===== config.mk =====
export PLATFORM = sky130hd
export DESIGN_NAME = brightest_point_tracker_unit_flat
export DESIGN_NICKNAME = d
export VERILOG_FILES = /design/src/hw/rtl/bpt_pkg.sv /design/src/hw/rtl/bpt_if.sv /design/src/hw/rtl/brightest_point_tracker_unit.sv /design/src/hw/rtl/bpt_raster_scan.sv /design/src/hw/rtl/bpt_peak_track.sv /design/src/hw/rtl/bpt_smooth.sv /design/src/flat_wrapper.sv
export SDC_FILE = /design/constraint.sdc
export NUM_CORES = 2
export LEC_CHECK = 0
export BUFFER_PORTS_ARGS = -buffer_cell sky130_fd_sc_hd__buf_2
export CAP_MARGIN = 20
export CORE_UTILIZATION = 45
export CTS_CLUSTER_DIAMETER = 120
export CTS_CLUSTER_SIZE = 12
export DETAILED_ROUTE_END_ITERATION = 16
export HOLD_SLACK_MARGIN = 0.06
export PLACE_DENSITY = 0.73
export SLEW_MARGIN = 25
export SYNTH_ARGS = -nofsm -noshare
export SYNTH_HDL_FRONTEND = slang
export SYNTH_SLANG_ARGS = --single-unit

===== constraint.sdc =====
create_clock -name clk_i -period 11.35 [get_ports clk_i]
set_clock_uncertainty 0.1 [all_clocks]
set_input_delay 3.405 -clock clk_i [delete_from_list [all_inputs] [get_ports clk_i]]
set_output_delay 3.405 -clock clk_i [all_outputs]
set_load 0.03 [all_outputs]

===== src/hw/rtl/bpt_pkg.sv =====
// Shared types, constants and arithmetic helpers for the brightest point tracker.
// Has no dependencies; every other file of the block refers to it by scoped names.
`default_nettype none

package bpt_pkg;

  // Field widths.
  localparam int unsigned PIX_W        = 8;
  localparam int unsigned SUM_W        = 10;
  localparam int unsigned TGT_W        = 28;
  localparam int unsigned CONF_W       = 16;
  localparam int unsigned DIM_W        = 13;
  localparam int unsigned STRIDE_W     = 8;
  localparam int unsigned ALPHA_W      = 17;
  localparam int unsigned ALPHA_FRAC_W = 16;
  localparam int unsigned FRAC_W       = 16;

  // Configuration port.
  localparam int unsigned CFG_IDX_W  = 8;
  localparam int unsigned CFG_DATA_W = 32;

  // Reset values of the configuration registers.
  localparam logic [DIM_W-1:0]    FRAME_WIDTH_RST  = 13'd640;
  localparam logic [DIM_W-1:0]    FRAME_HEIGHT_RST = 13'd480;
  localparam logic [STRIDE_W-1:0] STRIDE_RST       = 8'd1;
  localparam logic [ALPHA_W-1:0]  ALPHA_RST        = 17'd0;

  // floor(peak * 32768 / 765) equals (peak * CONF_MULT) >> CONF_SHIFT for every
  // peak up to 765, with CONF_MULT = ceil(2^35 / 765).
  localparam int unsigned       CONF_MULT_W = 26;
  localparam logic [25:0]       CONF_MULT   = 26'd44914691;
  localparam int unsigned       CONF_SHIFT  = 20;

  typedef enum logic [CFG_IDX_W-1:0] {
    REG_FRAME_WIDTH  = 8'd0,
    REG_FRAME_HEIGHT = 8'd1,
    REG_SAMPLE_STRIDE = 8'd2,
    REG_EMA_ALPHA    = 8'd3
  } cfg_reg_e;

  // Status of the raster scanner as seen by the peak tracker.
  typedef struct packed {
    logic busy;
    logic sampled;
    logic frame_end;
  } scan_status_t;

  // Peak of one finished frame, position already in Q12.16.
  typedef struct packed {
    logic [TGT_W-1:0] x_q16;
    logic [TGT_W-1:0] y_q16;
    logic [SUM_W-1:0] peak;
  } frame_peak_t;

  // Last valid index for a frame dimension: zero reads as one, and anything
  // above the maximum saturates to it.
  function automatic logic [DIM_W:0] clamp_last(input logic [DIM_W-1:0] v,
                                                input int unsigned      maxv);
    logic [DIM_W:0] ext;
    ext = {1'b0, v};
    if (v == '0) begin
      return '0;
    end else if (ext > (DIM_W+1)'(maxv)) begin
      return (DIM_W+1)'(maxv - 1);
    end else begin
      return ext - (DIM_W+1)'(1);
    end
  endfunction

  // One step of a restoring remainder: shift in one dividend bit.
  function automatic logic [STRIDE_W-1:0] rem_step(input logic [STRIDE_W-1:0] rem,
                                                   input logic                bit_in,
                                                   input logic [STRIDE_W-1:0] divisor);
    logic [STRIDE_W:0] t;
    t = {rem, bit_in};
    if (t >= {1'b0, divisor}) begin
      t = t - {1'b0, divisor};
    end
    return t[STRIDE_W-1:0];
  endfunction

  // prev * (1 - a) + now * a, truncated, rewritten as prev + floor((now - prev) * a)
  // so that one signed multiplier does the work.
  function automatic logic [TGT_W-1:0] ema_blend(input logic [TGT_W-1:0]        prev,
                                                 input logic [TGT_W-1:0]        now,
                                                 input logic [ALPHA_FRAC_W-1:0] alpha);
    logic signed [TGT_W:0]                diff;
    logic signed [TGT_W+ALPHA_FRAC_W+1:0] prod;
    logic signed [TGT_W+ALPHA_FRAC_W+1:0] delta;
    diff  = $signed({1'b0, now}) - $signed({1'b0, prev});
    prod  = diff * $signed({1'b0, alpha});
    delta = prod >>> ALPHA_FRAC_W;
    return prev + delta[TGT_W-1:0];
  endfunction

endpackage

`default_nettype wire


===== src/hw/rtl/bpt_if.sv =====
// Channel interfaces of the brightest point tracker: pixels in, results out, config writes.
// Depends on bpt_pkg for the field widths.
`default_nettype none

interface bpt_pixel_if;
  logic                          valid;
  logic                          ready;
  logic [bpt_pkg::PIX_W-1:0]     blue;
  logic [bpt_pkg::PIX_W-1:0]     green;
  logic [bpt_pkg::PIX_W-1:0]     red;

  modport source (output valid, output blue, output green, output red, input ready);
  modport sink   (input valid, input blue, input green, input red, output ready);
endinterface

interface bpt_result_if;
  logic                          valid;
  logic                          ready;
  logic [bpt_pkg::TGT_W-1:0]     target_x_q16;
  logic [bpt_pkg::TGT_W-1:0]     target_y_q16;
  logic [bpt_pkg::CONF_W-1:0]    confidence_q15;
  logic [bpt_pkg::SUM_W-1:0]     peak_sum;

  modport source (output valid, output target_x_q16, output target_y_q16,
                  output confidence_q15, output peak_sum, input ready);
  modport sink   (input valid, input target_x_q16, input target_y_q16,
                  input confidence_q15, input peak_sum, output ready);
endinterface

interface bpt_cfg_if;
  logic                            valid;
  logic                            ready;
  logic [bpt_pkg::CFG_IDX_W-1:0]   index;
  logic [bpt_pkg::CFG_DATA_W-1:0]  data;

  modport source (output valid, output index, output data, input ready);
  modport sink   (input valid, input index, input data, output ready);
endinterface

`default_nettype wire


===== src/hw/rtl/brightest_point_tracker_unit.sv =====
// Top level of the brightest point tracker: configuration registers and the three stages.
// Depends on bpt_pkg, bpt_if, bpt_raster_scan, bpt_peak_track and bpt_smooth.
// A frame's result goes from the input register through the peak register to the result register.
// Throughput: one pixel per cycle unless a stride recompute or a full result path stalls the input.
// A write to the stride register holds off pixels, one bit of the wider counter per step,
// while the column and row remainder steps realign the sampling grid.
// Reset clears counters, peak search, smoothing history and the valid flags, and loads the
// configuration defaults (640 by 480, stride 1, smoothing off).
`default_nettype none

module brightest_point_tracker_unit #(
  parameter int unsigned MAX_WIDTH  = 4096,
  parameter int unsigned MAX_HEIGHT = 4096
) (
  input  wire logic    clk_i,
  input  wire logic    rst_ni,
  bpt_pixel_if.sink    pix_i,
  bpt_result_if.source res_o,
  bpt_cfg_if.sink      cfg_i
);

  localparam int unsigned COL_W = $clog2(MAX_WIDTH);
  localparam int unsigned ROW_W = $clog2(MAX_HEIGHT);

  // Configuration registers, held as written; clamping happens below.
  logic [bpt_pkg::DIM_W-1:0]    frame_width_q;
  logic [bpt_pkg::DIM_W-1:0]    frame_height_q;
  logic [bpt_pkg::STRIDE_W-1:0] stride_q;
  logic [bpt_pkg::ALPHA_W-1:0]  alpha_q;
  logic                         cfg_go;
  logic                         div_start;

  // Geometry and smoothing controls derived from the registers.
  logic [COL_W-1:0]             last_col, half_col;
  logic [ROW_W-1:0]             last_row, half_row;
  logic [COL_W:0]               width_eff;
  logic [ROW_W:0]               height_eff;
  logic [bpt_pkg::STRIDE_W-1:0] stride_eff;
  logic                         smooth_en;

  // Stage interconnect.
  logic [COL_W-1:0]             col;
  logic [ROW_W-1:0]             row;
  bpt_pkg::scan_status_t        scan_status;
  logic                         advance;
  logic                         frm_valid, frm_ready;
  bpt_pkg::frame_peak_t         frm;

  // The configuration port never stalls. A transfer to an index outside the
  // register list is taken and ignored.
  assign cfg_i.ready = 1'b1;
  assign cfg_go      = cfg_i.valid;

  always_ff @(posedge clk_i or negedge rst_ni) begin
    if (!rst_ni) begin
      frame_width_q  <= bpt_pkg::FRAME_WIDTH_RST;
      frame_height_q <= bpt_pkg::FRAME_HEIGHT_RST;
      stride_q       <= bpt_pkg::STRIDE_RST;
      alpha_q        <= bpt_pkg::ALPHA_RST;
    end else if (cfg_go) begin
      case (cfg_i.index)
        bpt_pkg::REG_FRAME_WIDTH:   frame_width_q  <= cfg_i.data[bpt_pkg::DIM_W-1:0];
        bpt_pkg::REG_FRAME_HEIGHT:  frame_height_q <= cfg_i.data[bpt_pkg::DIM_W-1:0];
        bpt_pkg::REG_SAMPLE_STRIDE: stride_q       <= cfg_i.data[bpt_pkg::STRIDE_W-1:0];
        bpt_pkg::REG_EMA_ALPHA:     alpha_q        <= cfg_i.data[bpt_pkg::ALPHA_W-1:0];
        default: ;
      endcase
    end
  end

  // A new stride invalidates the sampling phases, which are count % stride
  // kept incrementally; the scanner rebuilds them from the counters.
  assign div_start = cfg_go && (cfg_i.index == bpt_pkg::REG_SAMPLE_STRIDE);

  // A zero dimension counts as one and an oversized one saturates, so the
  // last index always fits the counters.
  assign last_col   = COL_W'(bpt_pkg::clamp_last(frame_width_q, MAX_WIDTH));
  assign last_row   = ROW_W'(bpt_pkg::clamp_last(frame_height_q, MAX_HEIGHT));
  assign width_eff  = {1'b0, last_col} + (COL_W+1)'(1);
  assign height_eff = {1'b0, last_row} + (ROW_W+1)'(1);
  assign half_col   = width_eff[COL_W:1];
  assign half_row   = height_eff[ROW_W:1];

  assign stride_eff = (stride_q == '0) ? bpt_pkg::STRIDE_W'(1) : stride_q;

  // Smoothing runs only for a weight strictly between zero and one; any value
  // with the top bit set is one or above and passes the position through.
  assign smooth_en = (alpha_q != '0) && !alpha_q[bpt_pkg::ALPHA_W-1];

  bpt_raster_scan #(
    .COL_W (COL_W),
    .ROW_W (ROW_W)
  ) u_scan (
    .clk_i       (clk_i),
    .rst_ni      (rst_ni),
    .advance_i   (advance),
    .div_start_i (div_start),
    .last_col_i  (last_col),
    .last_row_i  (last_row),
    .stride_i    (stride_eff),
    .col_o       (col),
    .row_o       (row),
    .status_o    (scan_status)
  );

  // Input register and peak search. Pixels keep flowing while finished results
  // wait in the peak and output registers; only a frame end that finds both
  // of them occupied and the output not ready stalls, besides a stride recompute.
  bpt_peak_track #(
    .COL_W (COL_W),
    .ROW_W (ROW_W)
  ) u_peak (
    .clk_i       (clk_i),
    .rst_ni      (rst_ni),
    .pix_i       (pix_i),
    .col_i       (col),
    .row_i       (row),
    .half_col_i  (half_col),
    .half_row_i  (half_row),
    .scan_i      (scan_status),
    .advance_o   (advance),
    .frm_ready_i (frm_ready),
    .frm_valid_o (frm_valid),
    .frm_o       (frm)
  );

  bpt_smooth u_smooth (
    .clk_i       (clk_i),
    .rst_ni      (rst_ni),
    .frm_valid_i (frm_valid),
    .frm_i       (frm),
    .frm_ready_o (frm_ready),
    .smooth_en_i (smooth_en),
    .alpha_i     (alpha_q[bpt_pkg::ALPHA_FRAC_W-1:0]),
    .res_o       (res_o)
  );

endmodule

`default_nettype wire


===== src/hw/rtl/bpt_raster_scan.sv =====
// Column and row counters, sampling grid phases and the remainder unit that
// realigns the phases after a stride change. Depends on bpt_pkg.
`default_nettype none

module bpt_raster_scan #(
  parameter int unsigned COL_W = 12,
  parameter int unsigned ROW_W = 12
) (
  input  wire logic                           clk_i,
  input  wire logic                           rst_ni,
  input  wire logic                           advance_i,
  input  wire logic                           div_start_i,
  input  wire logic [COL_W-1:0]               last_col_i,
  input  wire logic [ROW_W-1:0]               last_row_i,
  input  wire logic [bpt_pkg::STRIDE_W-1:0]   stride_i,
  output logic      [COL_W-1:0]               col_o,
  output logic      [ROW_W-1:0]               row_o,
  output bpt_pkg::scan_status_t               status_o
);

  localparam int unsigned DIV_W  = (COL_W > ROW_W) ? COL_W : ROW_W;
  localparam int unsigned STEP_W = $clog2(DIV_W);

  logic [COL_W-1:0]             col_q, col_d;
  logic [ROW_W-1:0]             row_q, row_d;
  logic [bpt_pkg::STRIDE_W-1:0] col_ph_q, col_ph_d;
  logic [bpt_pkg::STRIDE_W-1:0] row_ph_q, row_ph_d;
  logic [bpt_pkg::STRIDE_W-1:0] col_ph_inc, row_ph_inc;
  logic                         busy_q, busy_d;
  logic [STEP_W-1:0]            step_q, step_d;
  logic [DIV_W-1:0]             col_x, row_x;
  logic                         row_end, frame_end;

  assign col_x     = DIV_W'(col_q);
  assign row_x     = DIV_W'(row_q);
  assign row_end   = (col_q >= last_col_i);
  assign frame_end = row_end && (row_q >= last_row_i);

  assign col_ph_inc = (col_ph_q + bpt_pkg::STRIDE_W'(1) == stride_i) ? '0
                    : col_ph_q + bpt_pkg::STRIDE_W'(1);
  assign row_ph_inc = (row_ph_q + bpt_pkg::STRIDE_W'(1) == stride_i) ? '0
                    : row_ph_q + bpt_pkg::STRIDE_W'(1);

  always_comb begin
    col_d    = col_q;
    row_d    = row_q;
    col_ph_d = col_ph_q;
    row_ph_d = row_ph_q;
    busy_d   = busy_q;
    step_d   = step_q;
    if (div_start_i) begin
      // Recompute both phases as count % stride, most significant bit first.
      busy_d   = 1'b1;
      step_d   = STEP_W'(DIV_W - 1);
      col_ph_d = '0;
      row_ph_d = '0;
    end else if (busy_q) begin
      col_ph_d = bpt_pkg::rem_step(col_ph_q, col_x[step_q], stride_i);
      row_ph_d = bpt_pkg::rem_step(row_ph_q, row_x[step_q], stride_i);
      if (step_q == '0) begin
        busy_d = 1'b0;
      end else begin
        step_d = step_q - STEP_W'(1);
      end
    end else if (advance_i) begin
      if (frame_end) begin
        col_d    = '0;
        row_d    = '0;
        col_ph_d = '0;
        row_ph_d = '0;
      end else if (row_end) begin
        col_d    = '0;
        row_d    = row_q + ROW_W'(1);
        col_ph_d = '0;
        row_ph_d = row_ph_inc;
      end else begin
        col_d    = col_q + COL_W'(1);
        col_ph_d = col_ph_inc;
      end
    end
  end

  always_ff @(posedge clk_i or negedge rst_ni) begin
    if (!rst_ni) begin
      col_q    <= '0;
      row_q    <= '0;
      col_ph_q <= '0;
      row_ph_q <= '0;
      busy_q   <= 1'b0;
      step_q   <= '0;
    end else begin
      col_q    <= col_d;
      row_q    <= row_d;
      col_ph_q <= col_ph_d;
      row_ph_q <= row_ph_d;
      busy_q   <= busy_d;
      step_q   <= step_d;
    end
  end

  assign col_o              = col_q;
  assign row_o              = row_q;
  assign status_o.busy      = busy_q || div_start_i;
  assign status_o.sampled   = (col_ph_q == '0) && (row_ph_q == '0);
  assign status_o.frame_end = frame_end;

  a_no_advance_while_busy: assert property (@(posedge clk_i) disable iff (!rst_ni)
    busy_q |-> !advance_i)
    else $error("pixel consumed while the phase recompute is running");

  a_phase_in_range: assert property (@(posedge clk_i) disable iff (!rst_ni)
    (!busy_q && !div_start_i) |-> (col_ph_q < stride_i && row_ph_q < stride_i))
    else $error("sampling phase out of range for the current stride");

  a_frame_restart: assert property (@(posedge clk_i) disable iff (!rst_ni)
    (advance_i && frame_end && !busy_q && !div_start_i) |=>
      (col_q == '0 && row_q == '0 && col_ph_q == '0 && row_ph_q == '0))
    else $error("counters not cleared after the last pixel of a frame");

endmodule

`default_nettype wire


===== src/hw/rtl/bpt_peak_track.sv =====
// Pixel input register, brightest sampled pixel search and the per-frame peak register.
// Depends on bpt_pkg, bpt_if and the status of bpt_raster_scan.
`default_nettype none

module bpt_peak_track #(
  parameter int unsigned COL_W = 12,
  parameter int unsigned ROW_W = 12
) (
  input  wire logic                   clk_i,
  input  wire logic                   rst_ni,
  bpt_pixel_if.sink                   pix_i,
  input  wire logic [COL_W-1:0]       col_i,
  input  wire logic [ROW_W-1:0]       row_i,
  input  wire logic [COL_W-1:0]       half_col_i,
  input  wire logic [ROW_W-1:0]       half_row_i,
  input  wire bpt_pkg::scan_status_t  scan_i,
  output logic                        advance_o,
  input  wire logic                   frm_ready_i,
  output logic                        frm_valid_o,
  output bpt_pkg::frame_peak_t        frm_o
);

  logic                          pix_vld_q;
  logic [bpt_pkg::PIX_W-1:0]     blue_q, green_q, red_q;
  logic                          pix_go, pix_take;
  logic [bpt_pkg::SUM_W-1:0]     sum;
  logic                          take;

  logic                          best_valid_q, best_valid_d;
  logic [bpt_pkg::SUM_W-1:0]     best_sum_q, best_sum_d;
  logic [COL_W-1:0]              best_col_q, best_col_d;
  logic [ROW_W-1:0]              best_row_q, best_row_d;

  logic                          frm_vld_q, frm_vld_d;
  bpt_pkg::frame_peak_t          frm_q, frm_d;
  logic [COL_W-1:0]              end_col;
  logic [ROW_W-1:0]              end_row;
  logic [bpt_pkg::SUM_W-1:0]     end_sum;

  assign sum = bpt_pkg::SUM_W'(blue_q) + bpt_pkg::SUM_W'(green_q)
             + bpt_pkg::SUM_W'(red_q);

  // A pixel that closes a frame may only leave when the peak register is free or being emptied.
  assign pix_go    = pix_vld_q && !scan_i.busy
                   && (!scan_i.frame_end || !frm_vld_q || frm_ready_i);
  assign pix_take  = pix_i.valid && pix_i.ready;
  assign pix_i.ready = !pix_vld_q || pix_go;
  assign advance_o = pix_go;

  // Strictly greater keeps the first pixel of equal brightness.
  assign take = scan_i.sampled && (!best_valid_q || sum > best_sum_q);

  always_comb begin
    if (take) begin
      end_col = col_i;
      end_row = row_i;
      end_sum = sum;
    end else if (best_valid_q) begin
      end_col = best_col_q;
      end_row = best_row_q;
      end_sum = best_sum_q;
    end else begin
      end_col = half_col_i;
      end_row = half_row_i;
      end_sum = '0;
    end
  end

  always_comb begin
    best_valid_d = best_valid_q;
    best_sum_d   = best_sum_q;
    best_col_d   = best_col_q;
    best_row_d   = best_row_q;
    frm_vld_d    = frm_ready_i ? 1'b0 : frm_vld_q;
    frm_d        = frm_q;
    if (pix_go) begin
      if (scan_i.frame_end) begin
        frm_vld_d     = 1'b1;
        frm_d.x_q16   = bpt_pkg::TGT_W'(end_col) << bpt_pkg::FRAC_W;
        frm_d.y_q16   = bpt_pkg::TGT_W'(end_row) << bpt_pkg::FRAC_W;
        frm_d.peak    = end_sum;
        best_valid_d  = 1'b0;
        best_sum_d    = '0;
        best_col_d    = '0;
        best_row_d    = '0;
      end else if (take) begin
        best_valid_d = 1'b1;
        best_sum_d   = sum;
        best_col_d   = col_i;
        best_row_d   = row_i;
      end
    end
  end

  always_ff @(posedge clk_i or negedge rst_ni) begin
    if (!rst_ni) begin
      pix_vld_q    <= 1'b0;
      best_valid_q <= 1'b0;
      best_sum_q   <= '0;
      best_col_q   <= '0;
      best_row_q   <= '0;
      frm_vld_q    <= 1'b0;
    end else begin
      if (pix_take) begin
        pix_vld_q <= 1'b1;
      end else if (pix_go) begin
        pix_vld_q <= 1'b0;
      end
      best_valid_q <= best_valid_d;
      best_sum_q   <= best_sum_d;
      best_col_q   <= best_col_d;
      best_row_q   <= best_row_d;
      frm_vld_q    <= frm_vld_d;
    end
  end

  always_ff @(posedge clk_i) begin
    if (pix_take) begin
      blue_q  <= pix_i.blue;
      green_q <= pix_i.green;
      red_q   <= pix_i.red;
    end
    frm_q <= frm_d;
  end

  assign frm_valid_o = frm_vld_q;
  assign frm_o       = frm_q;

  a_frame_handoff: assert property (@(posedge clk_i) disable iff (!rst_ni)
    (pix_go && scan_i.frame_end) |=> (frm_vld_q && !best_valid_q))
    else $error("frame end did not hand over the peak and clear the search");

endmodule

`default_nettype wire


===== src/hw/rtl/bpt_smooth.sv =====
// Exponential smoothing of the peak position, confidence scaling and the result register.
// Depends on bpt_pkg and bpt_if.
`default_nettype none

module bpt_smooth (
  input  wire logic                              clk_i,
  input  wire logic                              rst_ni,
  input  wire logic                              frm_valid_i,
  input  wire bpt_pkg::frame_peak_t              frm_i,
  output logic                                   frm_ready_o,
  input  wire logic                              smooth_en_i,
  input  wire logic [bpt_pkg::ALPHA_FRAC_W-1:0]  alpha_i,
  bpt_result_if.source                           res_o
);

  localparam int unsigned CONF_PROD_W = bpt_pkg::SUM_W + bpt_pkg::CONF_MULT_W;

  logic                          out_vld_q;
  logic                          load;
  logic                          has_last_q;
  logic [bpt_pkg::TGT_W-1:0]     last_x_q, last_y_q;
  logic [bpt_pkg::TGT_W-1:0]     x_res, y_res;
  logic [CONF_PROD_W-1:0]        conf_prod;
  logic [bpt_pkg::TGT_W-1:0]     tx_q, ty_q;
  logic [bpt_pkg::CONF_W-1:0]    conf_q;
  logic [bpt_pkg::SUM_W-1:0]     peak_q;

  assign frm_ready_o = !out_vld_q || res_o.ready;
  assign load        = frm_valid_i && frm_ready_o;

  always_comb begin
    if (smooth_en_i && has_last_q) begin
      x_res = bpt_pkg::ema_blend(last_x_q, frm_i.x_q16, alpha_i);
      y_res = bpt_pkg::ema_blend(last_y_q, frm_i.y_q16, alpha_i);
    end else begin
      x_res = frm_i.x_q16;
      y_res = frm_i.y_q16;
    end
  end

  assign conf_prod = CONF_PROD_W'(frm_i.peak) * CONF_PROD_W'(bpt_pkg::CONF_MULT);

  always_ff @(posedge clk_i or negedge rst_ni) begin
    if (!rst_ni) begin
      out_vld_q  <= 1'b0;
      has_last_q <= 1'b0;
    end else begin
      if (load) begin
        out_vld_q <= 1'b1;
      end else if (res_o.ready) begin
        out_vld_q <= 1'b0;
      end
      if (load && smooth_en_i) begin
        has_last_q <= 1'b1;
      end
    end
  end

  always_ff @(posedge clk_i) begin
    if (load) begin
      tx_q   <= x_res;
      ty_q   <= y_res;
      conf_q <= conf_prod[bpt_pkg::CONF_SHIFT +: bpt_pkg::CONF_W];
      peak_q <= frm_i.peak;
      if (smooth_en_i) begin
        last_x_q <= x_res;
        last_y_q <= y_res;
      end
    end
  end

  assign res_o.valid          = out_vld_q;
  assign res_o.target_x_q16   = tx_q;
  assign res_o.target_y_q16   = ty_q;
  assign res_o.confidence_q15 = conf_q;
  assign res_o.peak_sum       = peak_q;

  a_history_follows_output: assert property (@(posedge clk_i) disable iff (!rst_ni)
    (load && smooth_en_i) |=>
      (has_last_q && last_x_q == res_o.target_x_q16 && last_y_q == res_o.target_y_q16))
    else $error("smoothing history differs from the position just sent");

endmodule

`default_nettype wire

===== src/flat_wrapper.sv =====
// flat-port wrapper written by rule: the top's interface ports become plain ports
module brightest_point_tracker_unit_flat 
#(
  parameter int unsigned MAX_WIDTH  = 4096,
  parameter int unsigned MAX_HEIGHT = 4096
)
  (clk_i, rst_ni, pix_i_valid, pix_i_blue, pix_i_green, pix_i_red, pix_i_ready, res_o_valid, res_o_target_x_q16, res_o_target_y_q16, res_o_confidence_q15, res_o_peak_sum, res_o_ready, cfg_i_valid, cfg_i_index, cfg_i_data, cfg_i_ready);
  bpt_pixel_if pix_i_i ();
  bpt_result_if res_o_i ();
  bpt_cfg_if cfg_i_i ();
  input  wire logic clk_i;
  input  wire logic rst_ni;
  input wire logic [$bits(pix_i_i.valid)-1:0] pix_i_valid;
  input wire logic [$bits(pix_i_i.blue)-1:0] pix_i_blue;
  input wire logic [$bits(pix_i_i.green)-1:0] pix_i_green;
  input wire logic [$bits(pix_i_i.red)-1:0] pix_i_red;
  output wire logic [$bits(pix_i_i.ready)-1:0] pix_i_ready;
  output wire logic [$bits(res_o_i.valid)-1:0] res_o_valid;
  output wire logic [$bits(res_o_i.target_x_q16)-1:0] res_o_target_x_q16;
  output wire logic [$bits(res_o_i.target_y_q16)-1:0] res_o_target_y_q16;
  output wire logic [$bits(res_o_i.confidence_q15)-1:0] res_o_confidence_q15;
  output wire logic [$bits(res_o_i.peak_sum)-1:0] res_o_peak_sum;
  input wire logic [$bits(res_o_i.ready)-1:0] res_o_ready;
  input wire logic [$bits(cfg_i_i.valid)-1:0] cfg_i_valid;
  input wire logic [$bits(cfg_i_i.index)-1:0] cfg_i_index;
  input wire logic [$bits(cfg_i_i.data)-1:0] cfg_i_data;
  output wire logic [$bits(cfg_i_i.ready)-1:0] cfg_i_ready;
  assign pix_i_i.valid = pix_i_valid;
  assign pix_i_i.blue = pix_i_blue;
  assign pix_i_i.green = pix_i_green;
  assign pix_i_i.red = pix_i_red;
  assign pix_i_ready = pix_i_i.ready;
  assign res_o_valid = res_o_i.valid;
  assign res_o_target_x_q16 = res_o_i.target_x_q16;
  assign res_o_target_y_q16 = res_o_i.target_y_q16;
  assign res_o_confidence_q15 = res_o_i.confidence_q15;
  assign res_o_peak_sum = res_o_i.peak_sum;
  assign res_o_i.ready = res_o_ready;
  assign cfg_i_i.valid = cfg_i_valid;
  assign cfg_i_i.index = cfg_i_index;
  assign cfg_i_i.data = cfg_i_data;
  assign cfg_i_ready = cfg_i_i.ready;
  brightest_point_tracker_unit #(.MAX_WIDTH(MAX_WIDTH), .MAX_HEIGHT(MAX_HEIGHT)) u_core (.clk_i(clk_i), .rst_ni(rst_ni), .pix_i(pix_i_i), .res_o(res_o_i), .cfg_i(cfg_i_i));
endmodule

==> out/results.tsv <==
stage	metric	value	unit
drt	post-route ant nets	0	
drt	Avg WL per Cell	17.9	µm
placed_design	pre-CTS setup slack	-0.0560	ns
synthesis	Synth area leaders	fa_1, edfxtp_1, ha_1	
clock_network	depth of the CTS H-tree	2	
synthesis	Syn Area/Cell	9.33	µm²
synthesis	Yosys top cell area share	33.4	%
placed_design	RD Place Congestion	0.877	
critical_path	slowest CP cell	fa_1	
flow_run	max-cap viol count	0	
floorplanning	IO Count	154	
floorplanning	Core ar.	120000	µm²
layout	fin nets	7385	
timing	Final Hold Viols	0	
global_routing	GRT Total Usage	22.8	%
synthesis	Synth Cell Area	54800	µm²
power_and_ir_drop	cell leakage power	29.5	nW
drt	# DRC	0	
critical_path	CP delay by family, top	adder cells	
timing	Setup Viol. Count Final	0	
clock_network	Reg clk slew, reported paths	0.06	ns
timing	Least-Margin Pin Slew	1.08	ns
timing	min Tclk post-route	11.01	ns
synthesis	Ys Warns	0	
layout	post-layout util	48.9	%
synthesis	top post-synthesis cells by count	inv_1, fa_1, nand2_1	
power_and_ir_drop	VDD IR max	115	µV
floorplanning	Initial Util	45.5	%
timing	final period utilization	97.0	%
power_and_ir_drop	sw power	2.96	mW
synthesis	Distinct cells, synth	102	
global_routing	initial antenna violation count	6	
timing	Slew HR	28.0	%
critical_path	Worst setup EP type	register	
clock_network	Num CTS Buffers	35	
power_and_ir_drop	register share of total power	23.1	%
timing	setup slack after layout	0.338	ns
drt	Detailed Route WL	136000	µm
critical_path	cell mode on critical path	fa_1	
synthesis	EDFF count, synth	196	
timing	fmax	0.0908	GHz
timing	aggregate negative setup slack	0	ns
clock_network	CTS root buf	clkbuf_16	
critical_path	CP Launch Type	register	
min_path	HP Class	reg -> reg	
global_routing	largest net degree at the start of global routing	85	
critical_path	CP max stage delay	0.53	ns
synthesis	largest area contributor in the netlist	fa_1	
placed_design	port buffer count	137	
floorplanning	Die Width	351	µm
clock_network	CTS tree	yes	
critical_path	Buf/Inv on CP	4	
global_routing	first-pass GRT wire length	224000	µm
global_routing	grt ovf	0	
synthesis	sequential share of the synthesized area	16.9	%
drt	post-DR vias/cell	5.34	
power_and_ir_drop	combinational share of power	59.6	%
layout	layout cells sized above 1	7.78	%
timing	WHS	0.391	ns
critical_path	CP required	11.55	ns
drt	Pre-antenna DRT Iters	6	
power_and_ir_drop	Internal	3.66	mW
clock_network	Sink Count	331	
synthesis	Gate Count Post-Synth	5870	
global_routing	vias in the first global route	43100	
floorplanning	Die H	351	µm
critical_path	critical path arrival	11.21	ns
timing	Max Transition Viols Final	0	
layout	Layout Area Growth over Synthesis	7.25	%
clock_network	Worst-Skew Late Latency	0.59	ns
drt	routed vias	40400	
floorplanning	Site Rows	127	
power_and_ir_drop	Clock power frac	17.3	%
synthesis	top-count cell post-synth	inv_1	
critical_path	critical path type	reg -> reg	
synthesis	Mapped Nets	7319	
run_status	status	completed	
power_and_ir_drop	Net Sw Frac	44.7	%
critical_path	Max FO, Critical Path	14	
synthesis	#FFs+latches synth	331	
clock_network	Post-CTS Hold Fix Bufs	0	
power_and_ir_drop	PD cells	113	nW/µm²
placed_design	DP HPWL	107000	µm
synthesis	Synth async-reset ratio	40.8	%
floorplanning	die area	123000	µm²
clock_network	clock buffer depth	3	
drt	initial drt markers	2711	
synthesis	prevailing post-synth register cell	edfxtp_1	
-- cell usage in the layout (no fill, tap or decap), drive strengths merged, types with 11 or more instances in the layout --
| cell | synthesis | layout |
|---|---|---|
| a211oi | 20 | 20 |
| a21o | 71 | 71 |
| a21oi | 190 | 190 |
| a22o | 37 | 37 |
| a31oi | 19 | 19 |
| and2 | 376 | 376 |
| and3 | 30 | 30 |
| buf | 35 | 258 |
| clkbuf | 194 | 57 |
| dfrtp | 128 | 128 |
| edfxtp | 196 | 196 |
| fa | 914 | 914 |
| ha | 466 | 466 |
| inv | 1230 | 1235 |
| mux2 | 50 | 50 |
| mux2i | 15 | 15 |
| nand2 | 729 | 729 |
| nand2b | 31 | 31 |
| nand3 | 58 | 58 |
| nand4 | 22 | 22 |
| nor2 | 230 | 230 |
| nor2b | 26 | 26 |
| nor3 | 66 | 66 |
| nor3b | 11 | 11 |
| nor4 | 25 | 25 |
| o211ai | 16 | 16 |
| o21a | 30 | 30 |
| o21ai | 164 | 164 |
| o21bai | 27 | 27 |
| o31ai | 19 | 19 |
| or2 | 13 | 13 |
| or3 | 27 | 27 |
| xnor2 | 169 | 169 |
| xor2 | 89 | 89 |
-- layer usage --
| layer | share of wire [%] | GRT usage, % | wire length (µm) | vias to the layer above |
|---|---|---|---|---|
| li1 | - | - | - | 18500 |
| met2 | 50 | 40.0 | 68100 | 1264 |
| met1 | 40 | 28.9 | 54900 | 20400 |
| met5 | 0.021 | 0 | 28 | - |
| met4 | 4.0 | 8.73 | 5360 | 6 |
| met3 | 5.3 | 2.30 | 7190 | 295 |
-- worst min-delay path, stage by stage (launching register included) --
cell,delay [ns]
dfstp_2,0.38
nand2_1,0.06
nand2_1,0.05
-- path summary, 6_finish.rpt --
path                                                           to  slack [ns]                    start  cells past startpoint
setup reg to reg           u_core.u_smooth.res_o.target_x_q16[27]        0.34  u_core.u_peak.frm_o[54]                     39
hold / removal                                 u_core.stride_q[0]        0.39       u_core.stride_q[0]                      2
max in group asynchronous              u_core.u_peak.best_valid_q        7.02                   rst_ni                      2
min in group asynchronous               u_core.u_scan.row_ph_q[4]        2.76                   rst_ni                      1
hold reg to reg                                u_core.stride_q[0]        0.39       u_core.stride_q[0]                      2
setup / recovery           u_core.u_smooth.res_o.target_x_q16[27]        0.34  u_core.u_peak.frm_o[54]                     39
-- power by group through the flow --
stage | clock network (mW) | registers, mW | logic, mW
2_1_floorplan | 0 | 1.47 | 3.04
3_3_place_gp | 0 | 1.55 | 3.79
3_5_place_dp | 0 | 1.55 | 3.89
4_1_cts | 1.18 | 1.53 | 3.93
5_1_grt | 1.21 | 1.54 | 4.48
6_report | 1.14 | 1.53 | 3.95
-- sequential cells by signal, summed over array words and instances, names as in the netlist, 4 cells and up --
signal,flops
u_core.alpha_q,17
u_core.frame_height_q,13
u_core.frame_width_q,13
u_core.stride_q,8
u_core.u_peak.best_col_q,12
u_core.u_peak.best_row_q,12
u_core.u_peak.best_sum_q,10
u_core.u_peak.blue_q,8
u_core.u_peak.frm_o,34
u_core.u_peak.green_q,8
u_core.u_peak.red_q,8
u_core.u_scan.col_o,12
u_core.u_scan.col_ph_q,8
u_core.u_scan.row_o,12
u_core.u_scan.row_ph_q,8
u_core.u_scan.step_q,4
u_core.u_smooth.last_x_q,28
u_core.u_smooth.last_y_q,28
u_core.u_smooth.res_o.confidence_q15,16
u_core.u_smooth.res_o.peak_sum,10
u_core.u_smooth.res_o.target_x_q16,28
u_core.u_smooth.res_o.target_y_q16,28
-- layout make-up --
class,instances,area (µm²)
clock buffer,57,980
inverter,1230,4620
multi-input combinational,4080,40200
sequential,331,9290
fill,11000,61500
tap,1612,2020
clock inverter,7,81.3
antenna,1,2.50
timing repair buffer,258,1610
-- timing repair --
item	4_1_cts	5_1_grt
setup buffers	0	4
endpoints found under the setup margin	2	24
pin swaps	0	9
resized for setup	4	26
-- stage by stage --
stage	instances	power [mW]	instance area, µm²
after detailed placement	7507	5.44	57500
after global placement	7507	5.34	57500
after CTS	7571	6.64	58600
after floorplan	5870	4.50	54800
final	7576	6.63	58800
after global routing	7575	7.24	58800
-- logic make-up after synthesis --
group | count (synthesis) | synth area share, %
AOI/OAI and AO/OA | 701 | 8.49
xor gates and xnor gates | 259 | 4.18
adders and majority gates | 1380 | 44.0
buffers and inverters | 1459 | 10.2
DFF | 331 | 16.9
muxes | 71 | 1.56
other | 1 | 0.00684
and+or+nand+nor | 1668 | 14.6
(Power assumes the default switching activity.)
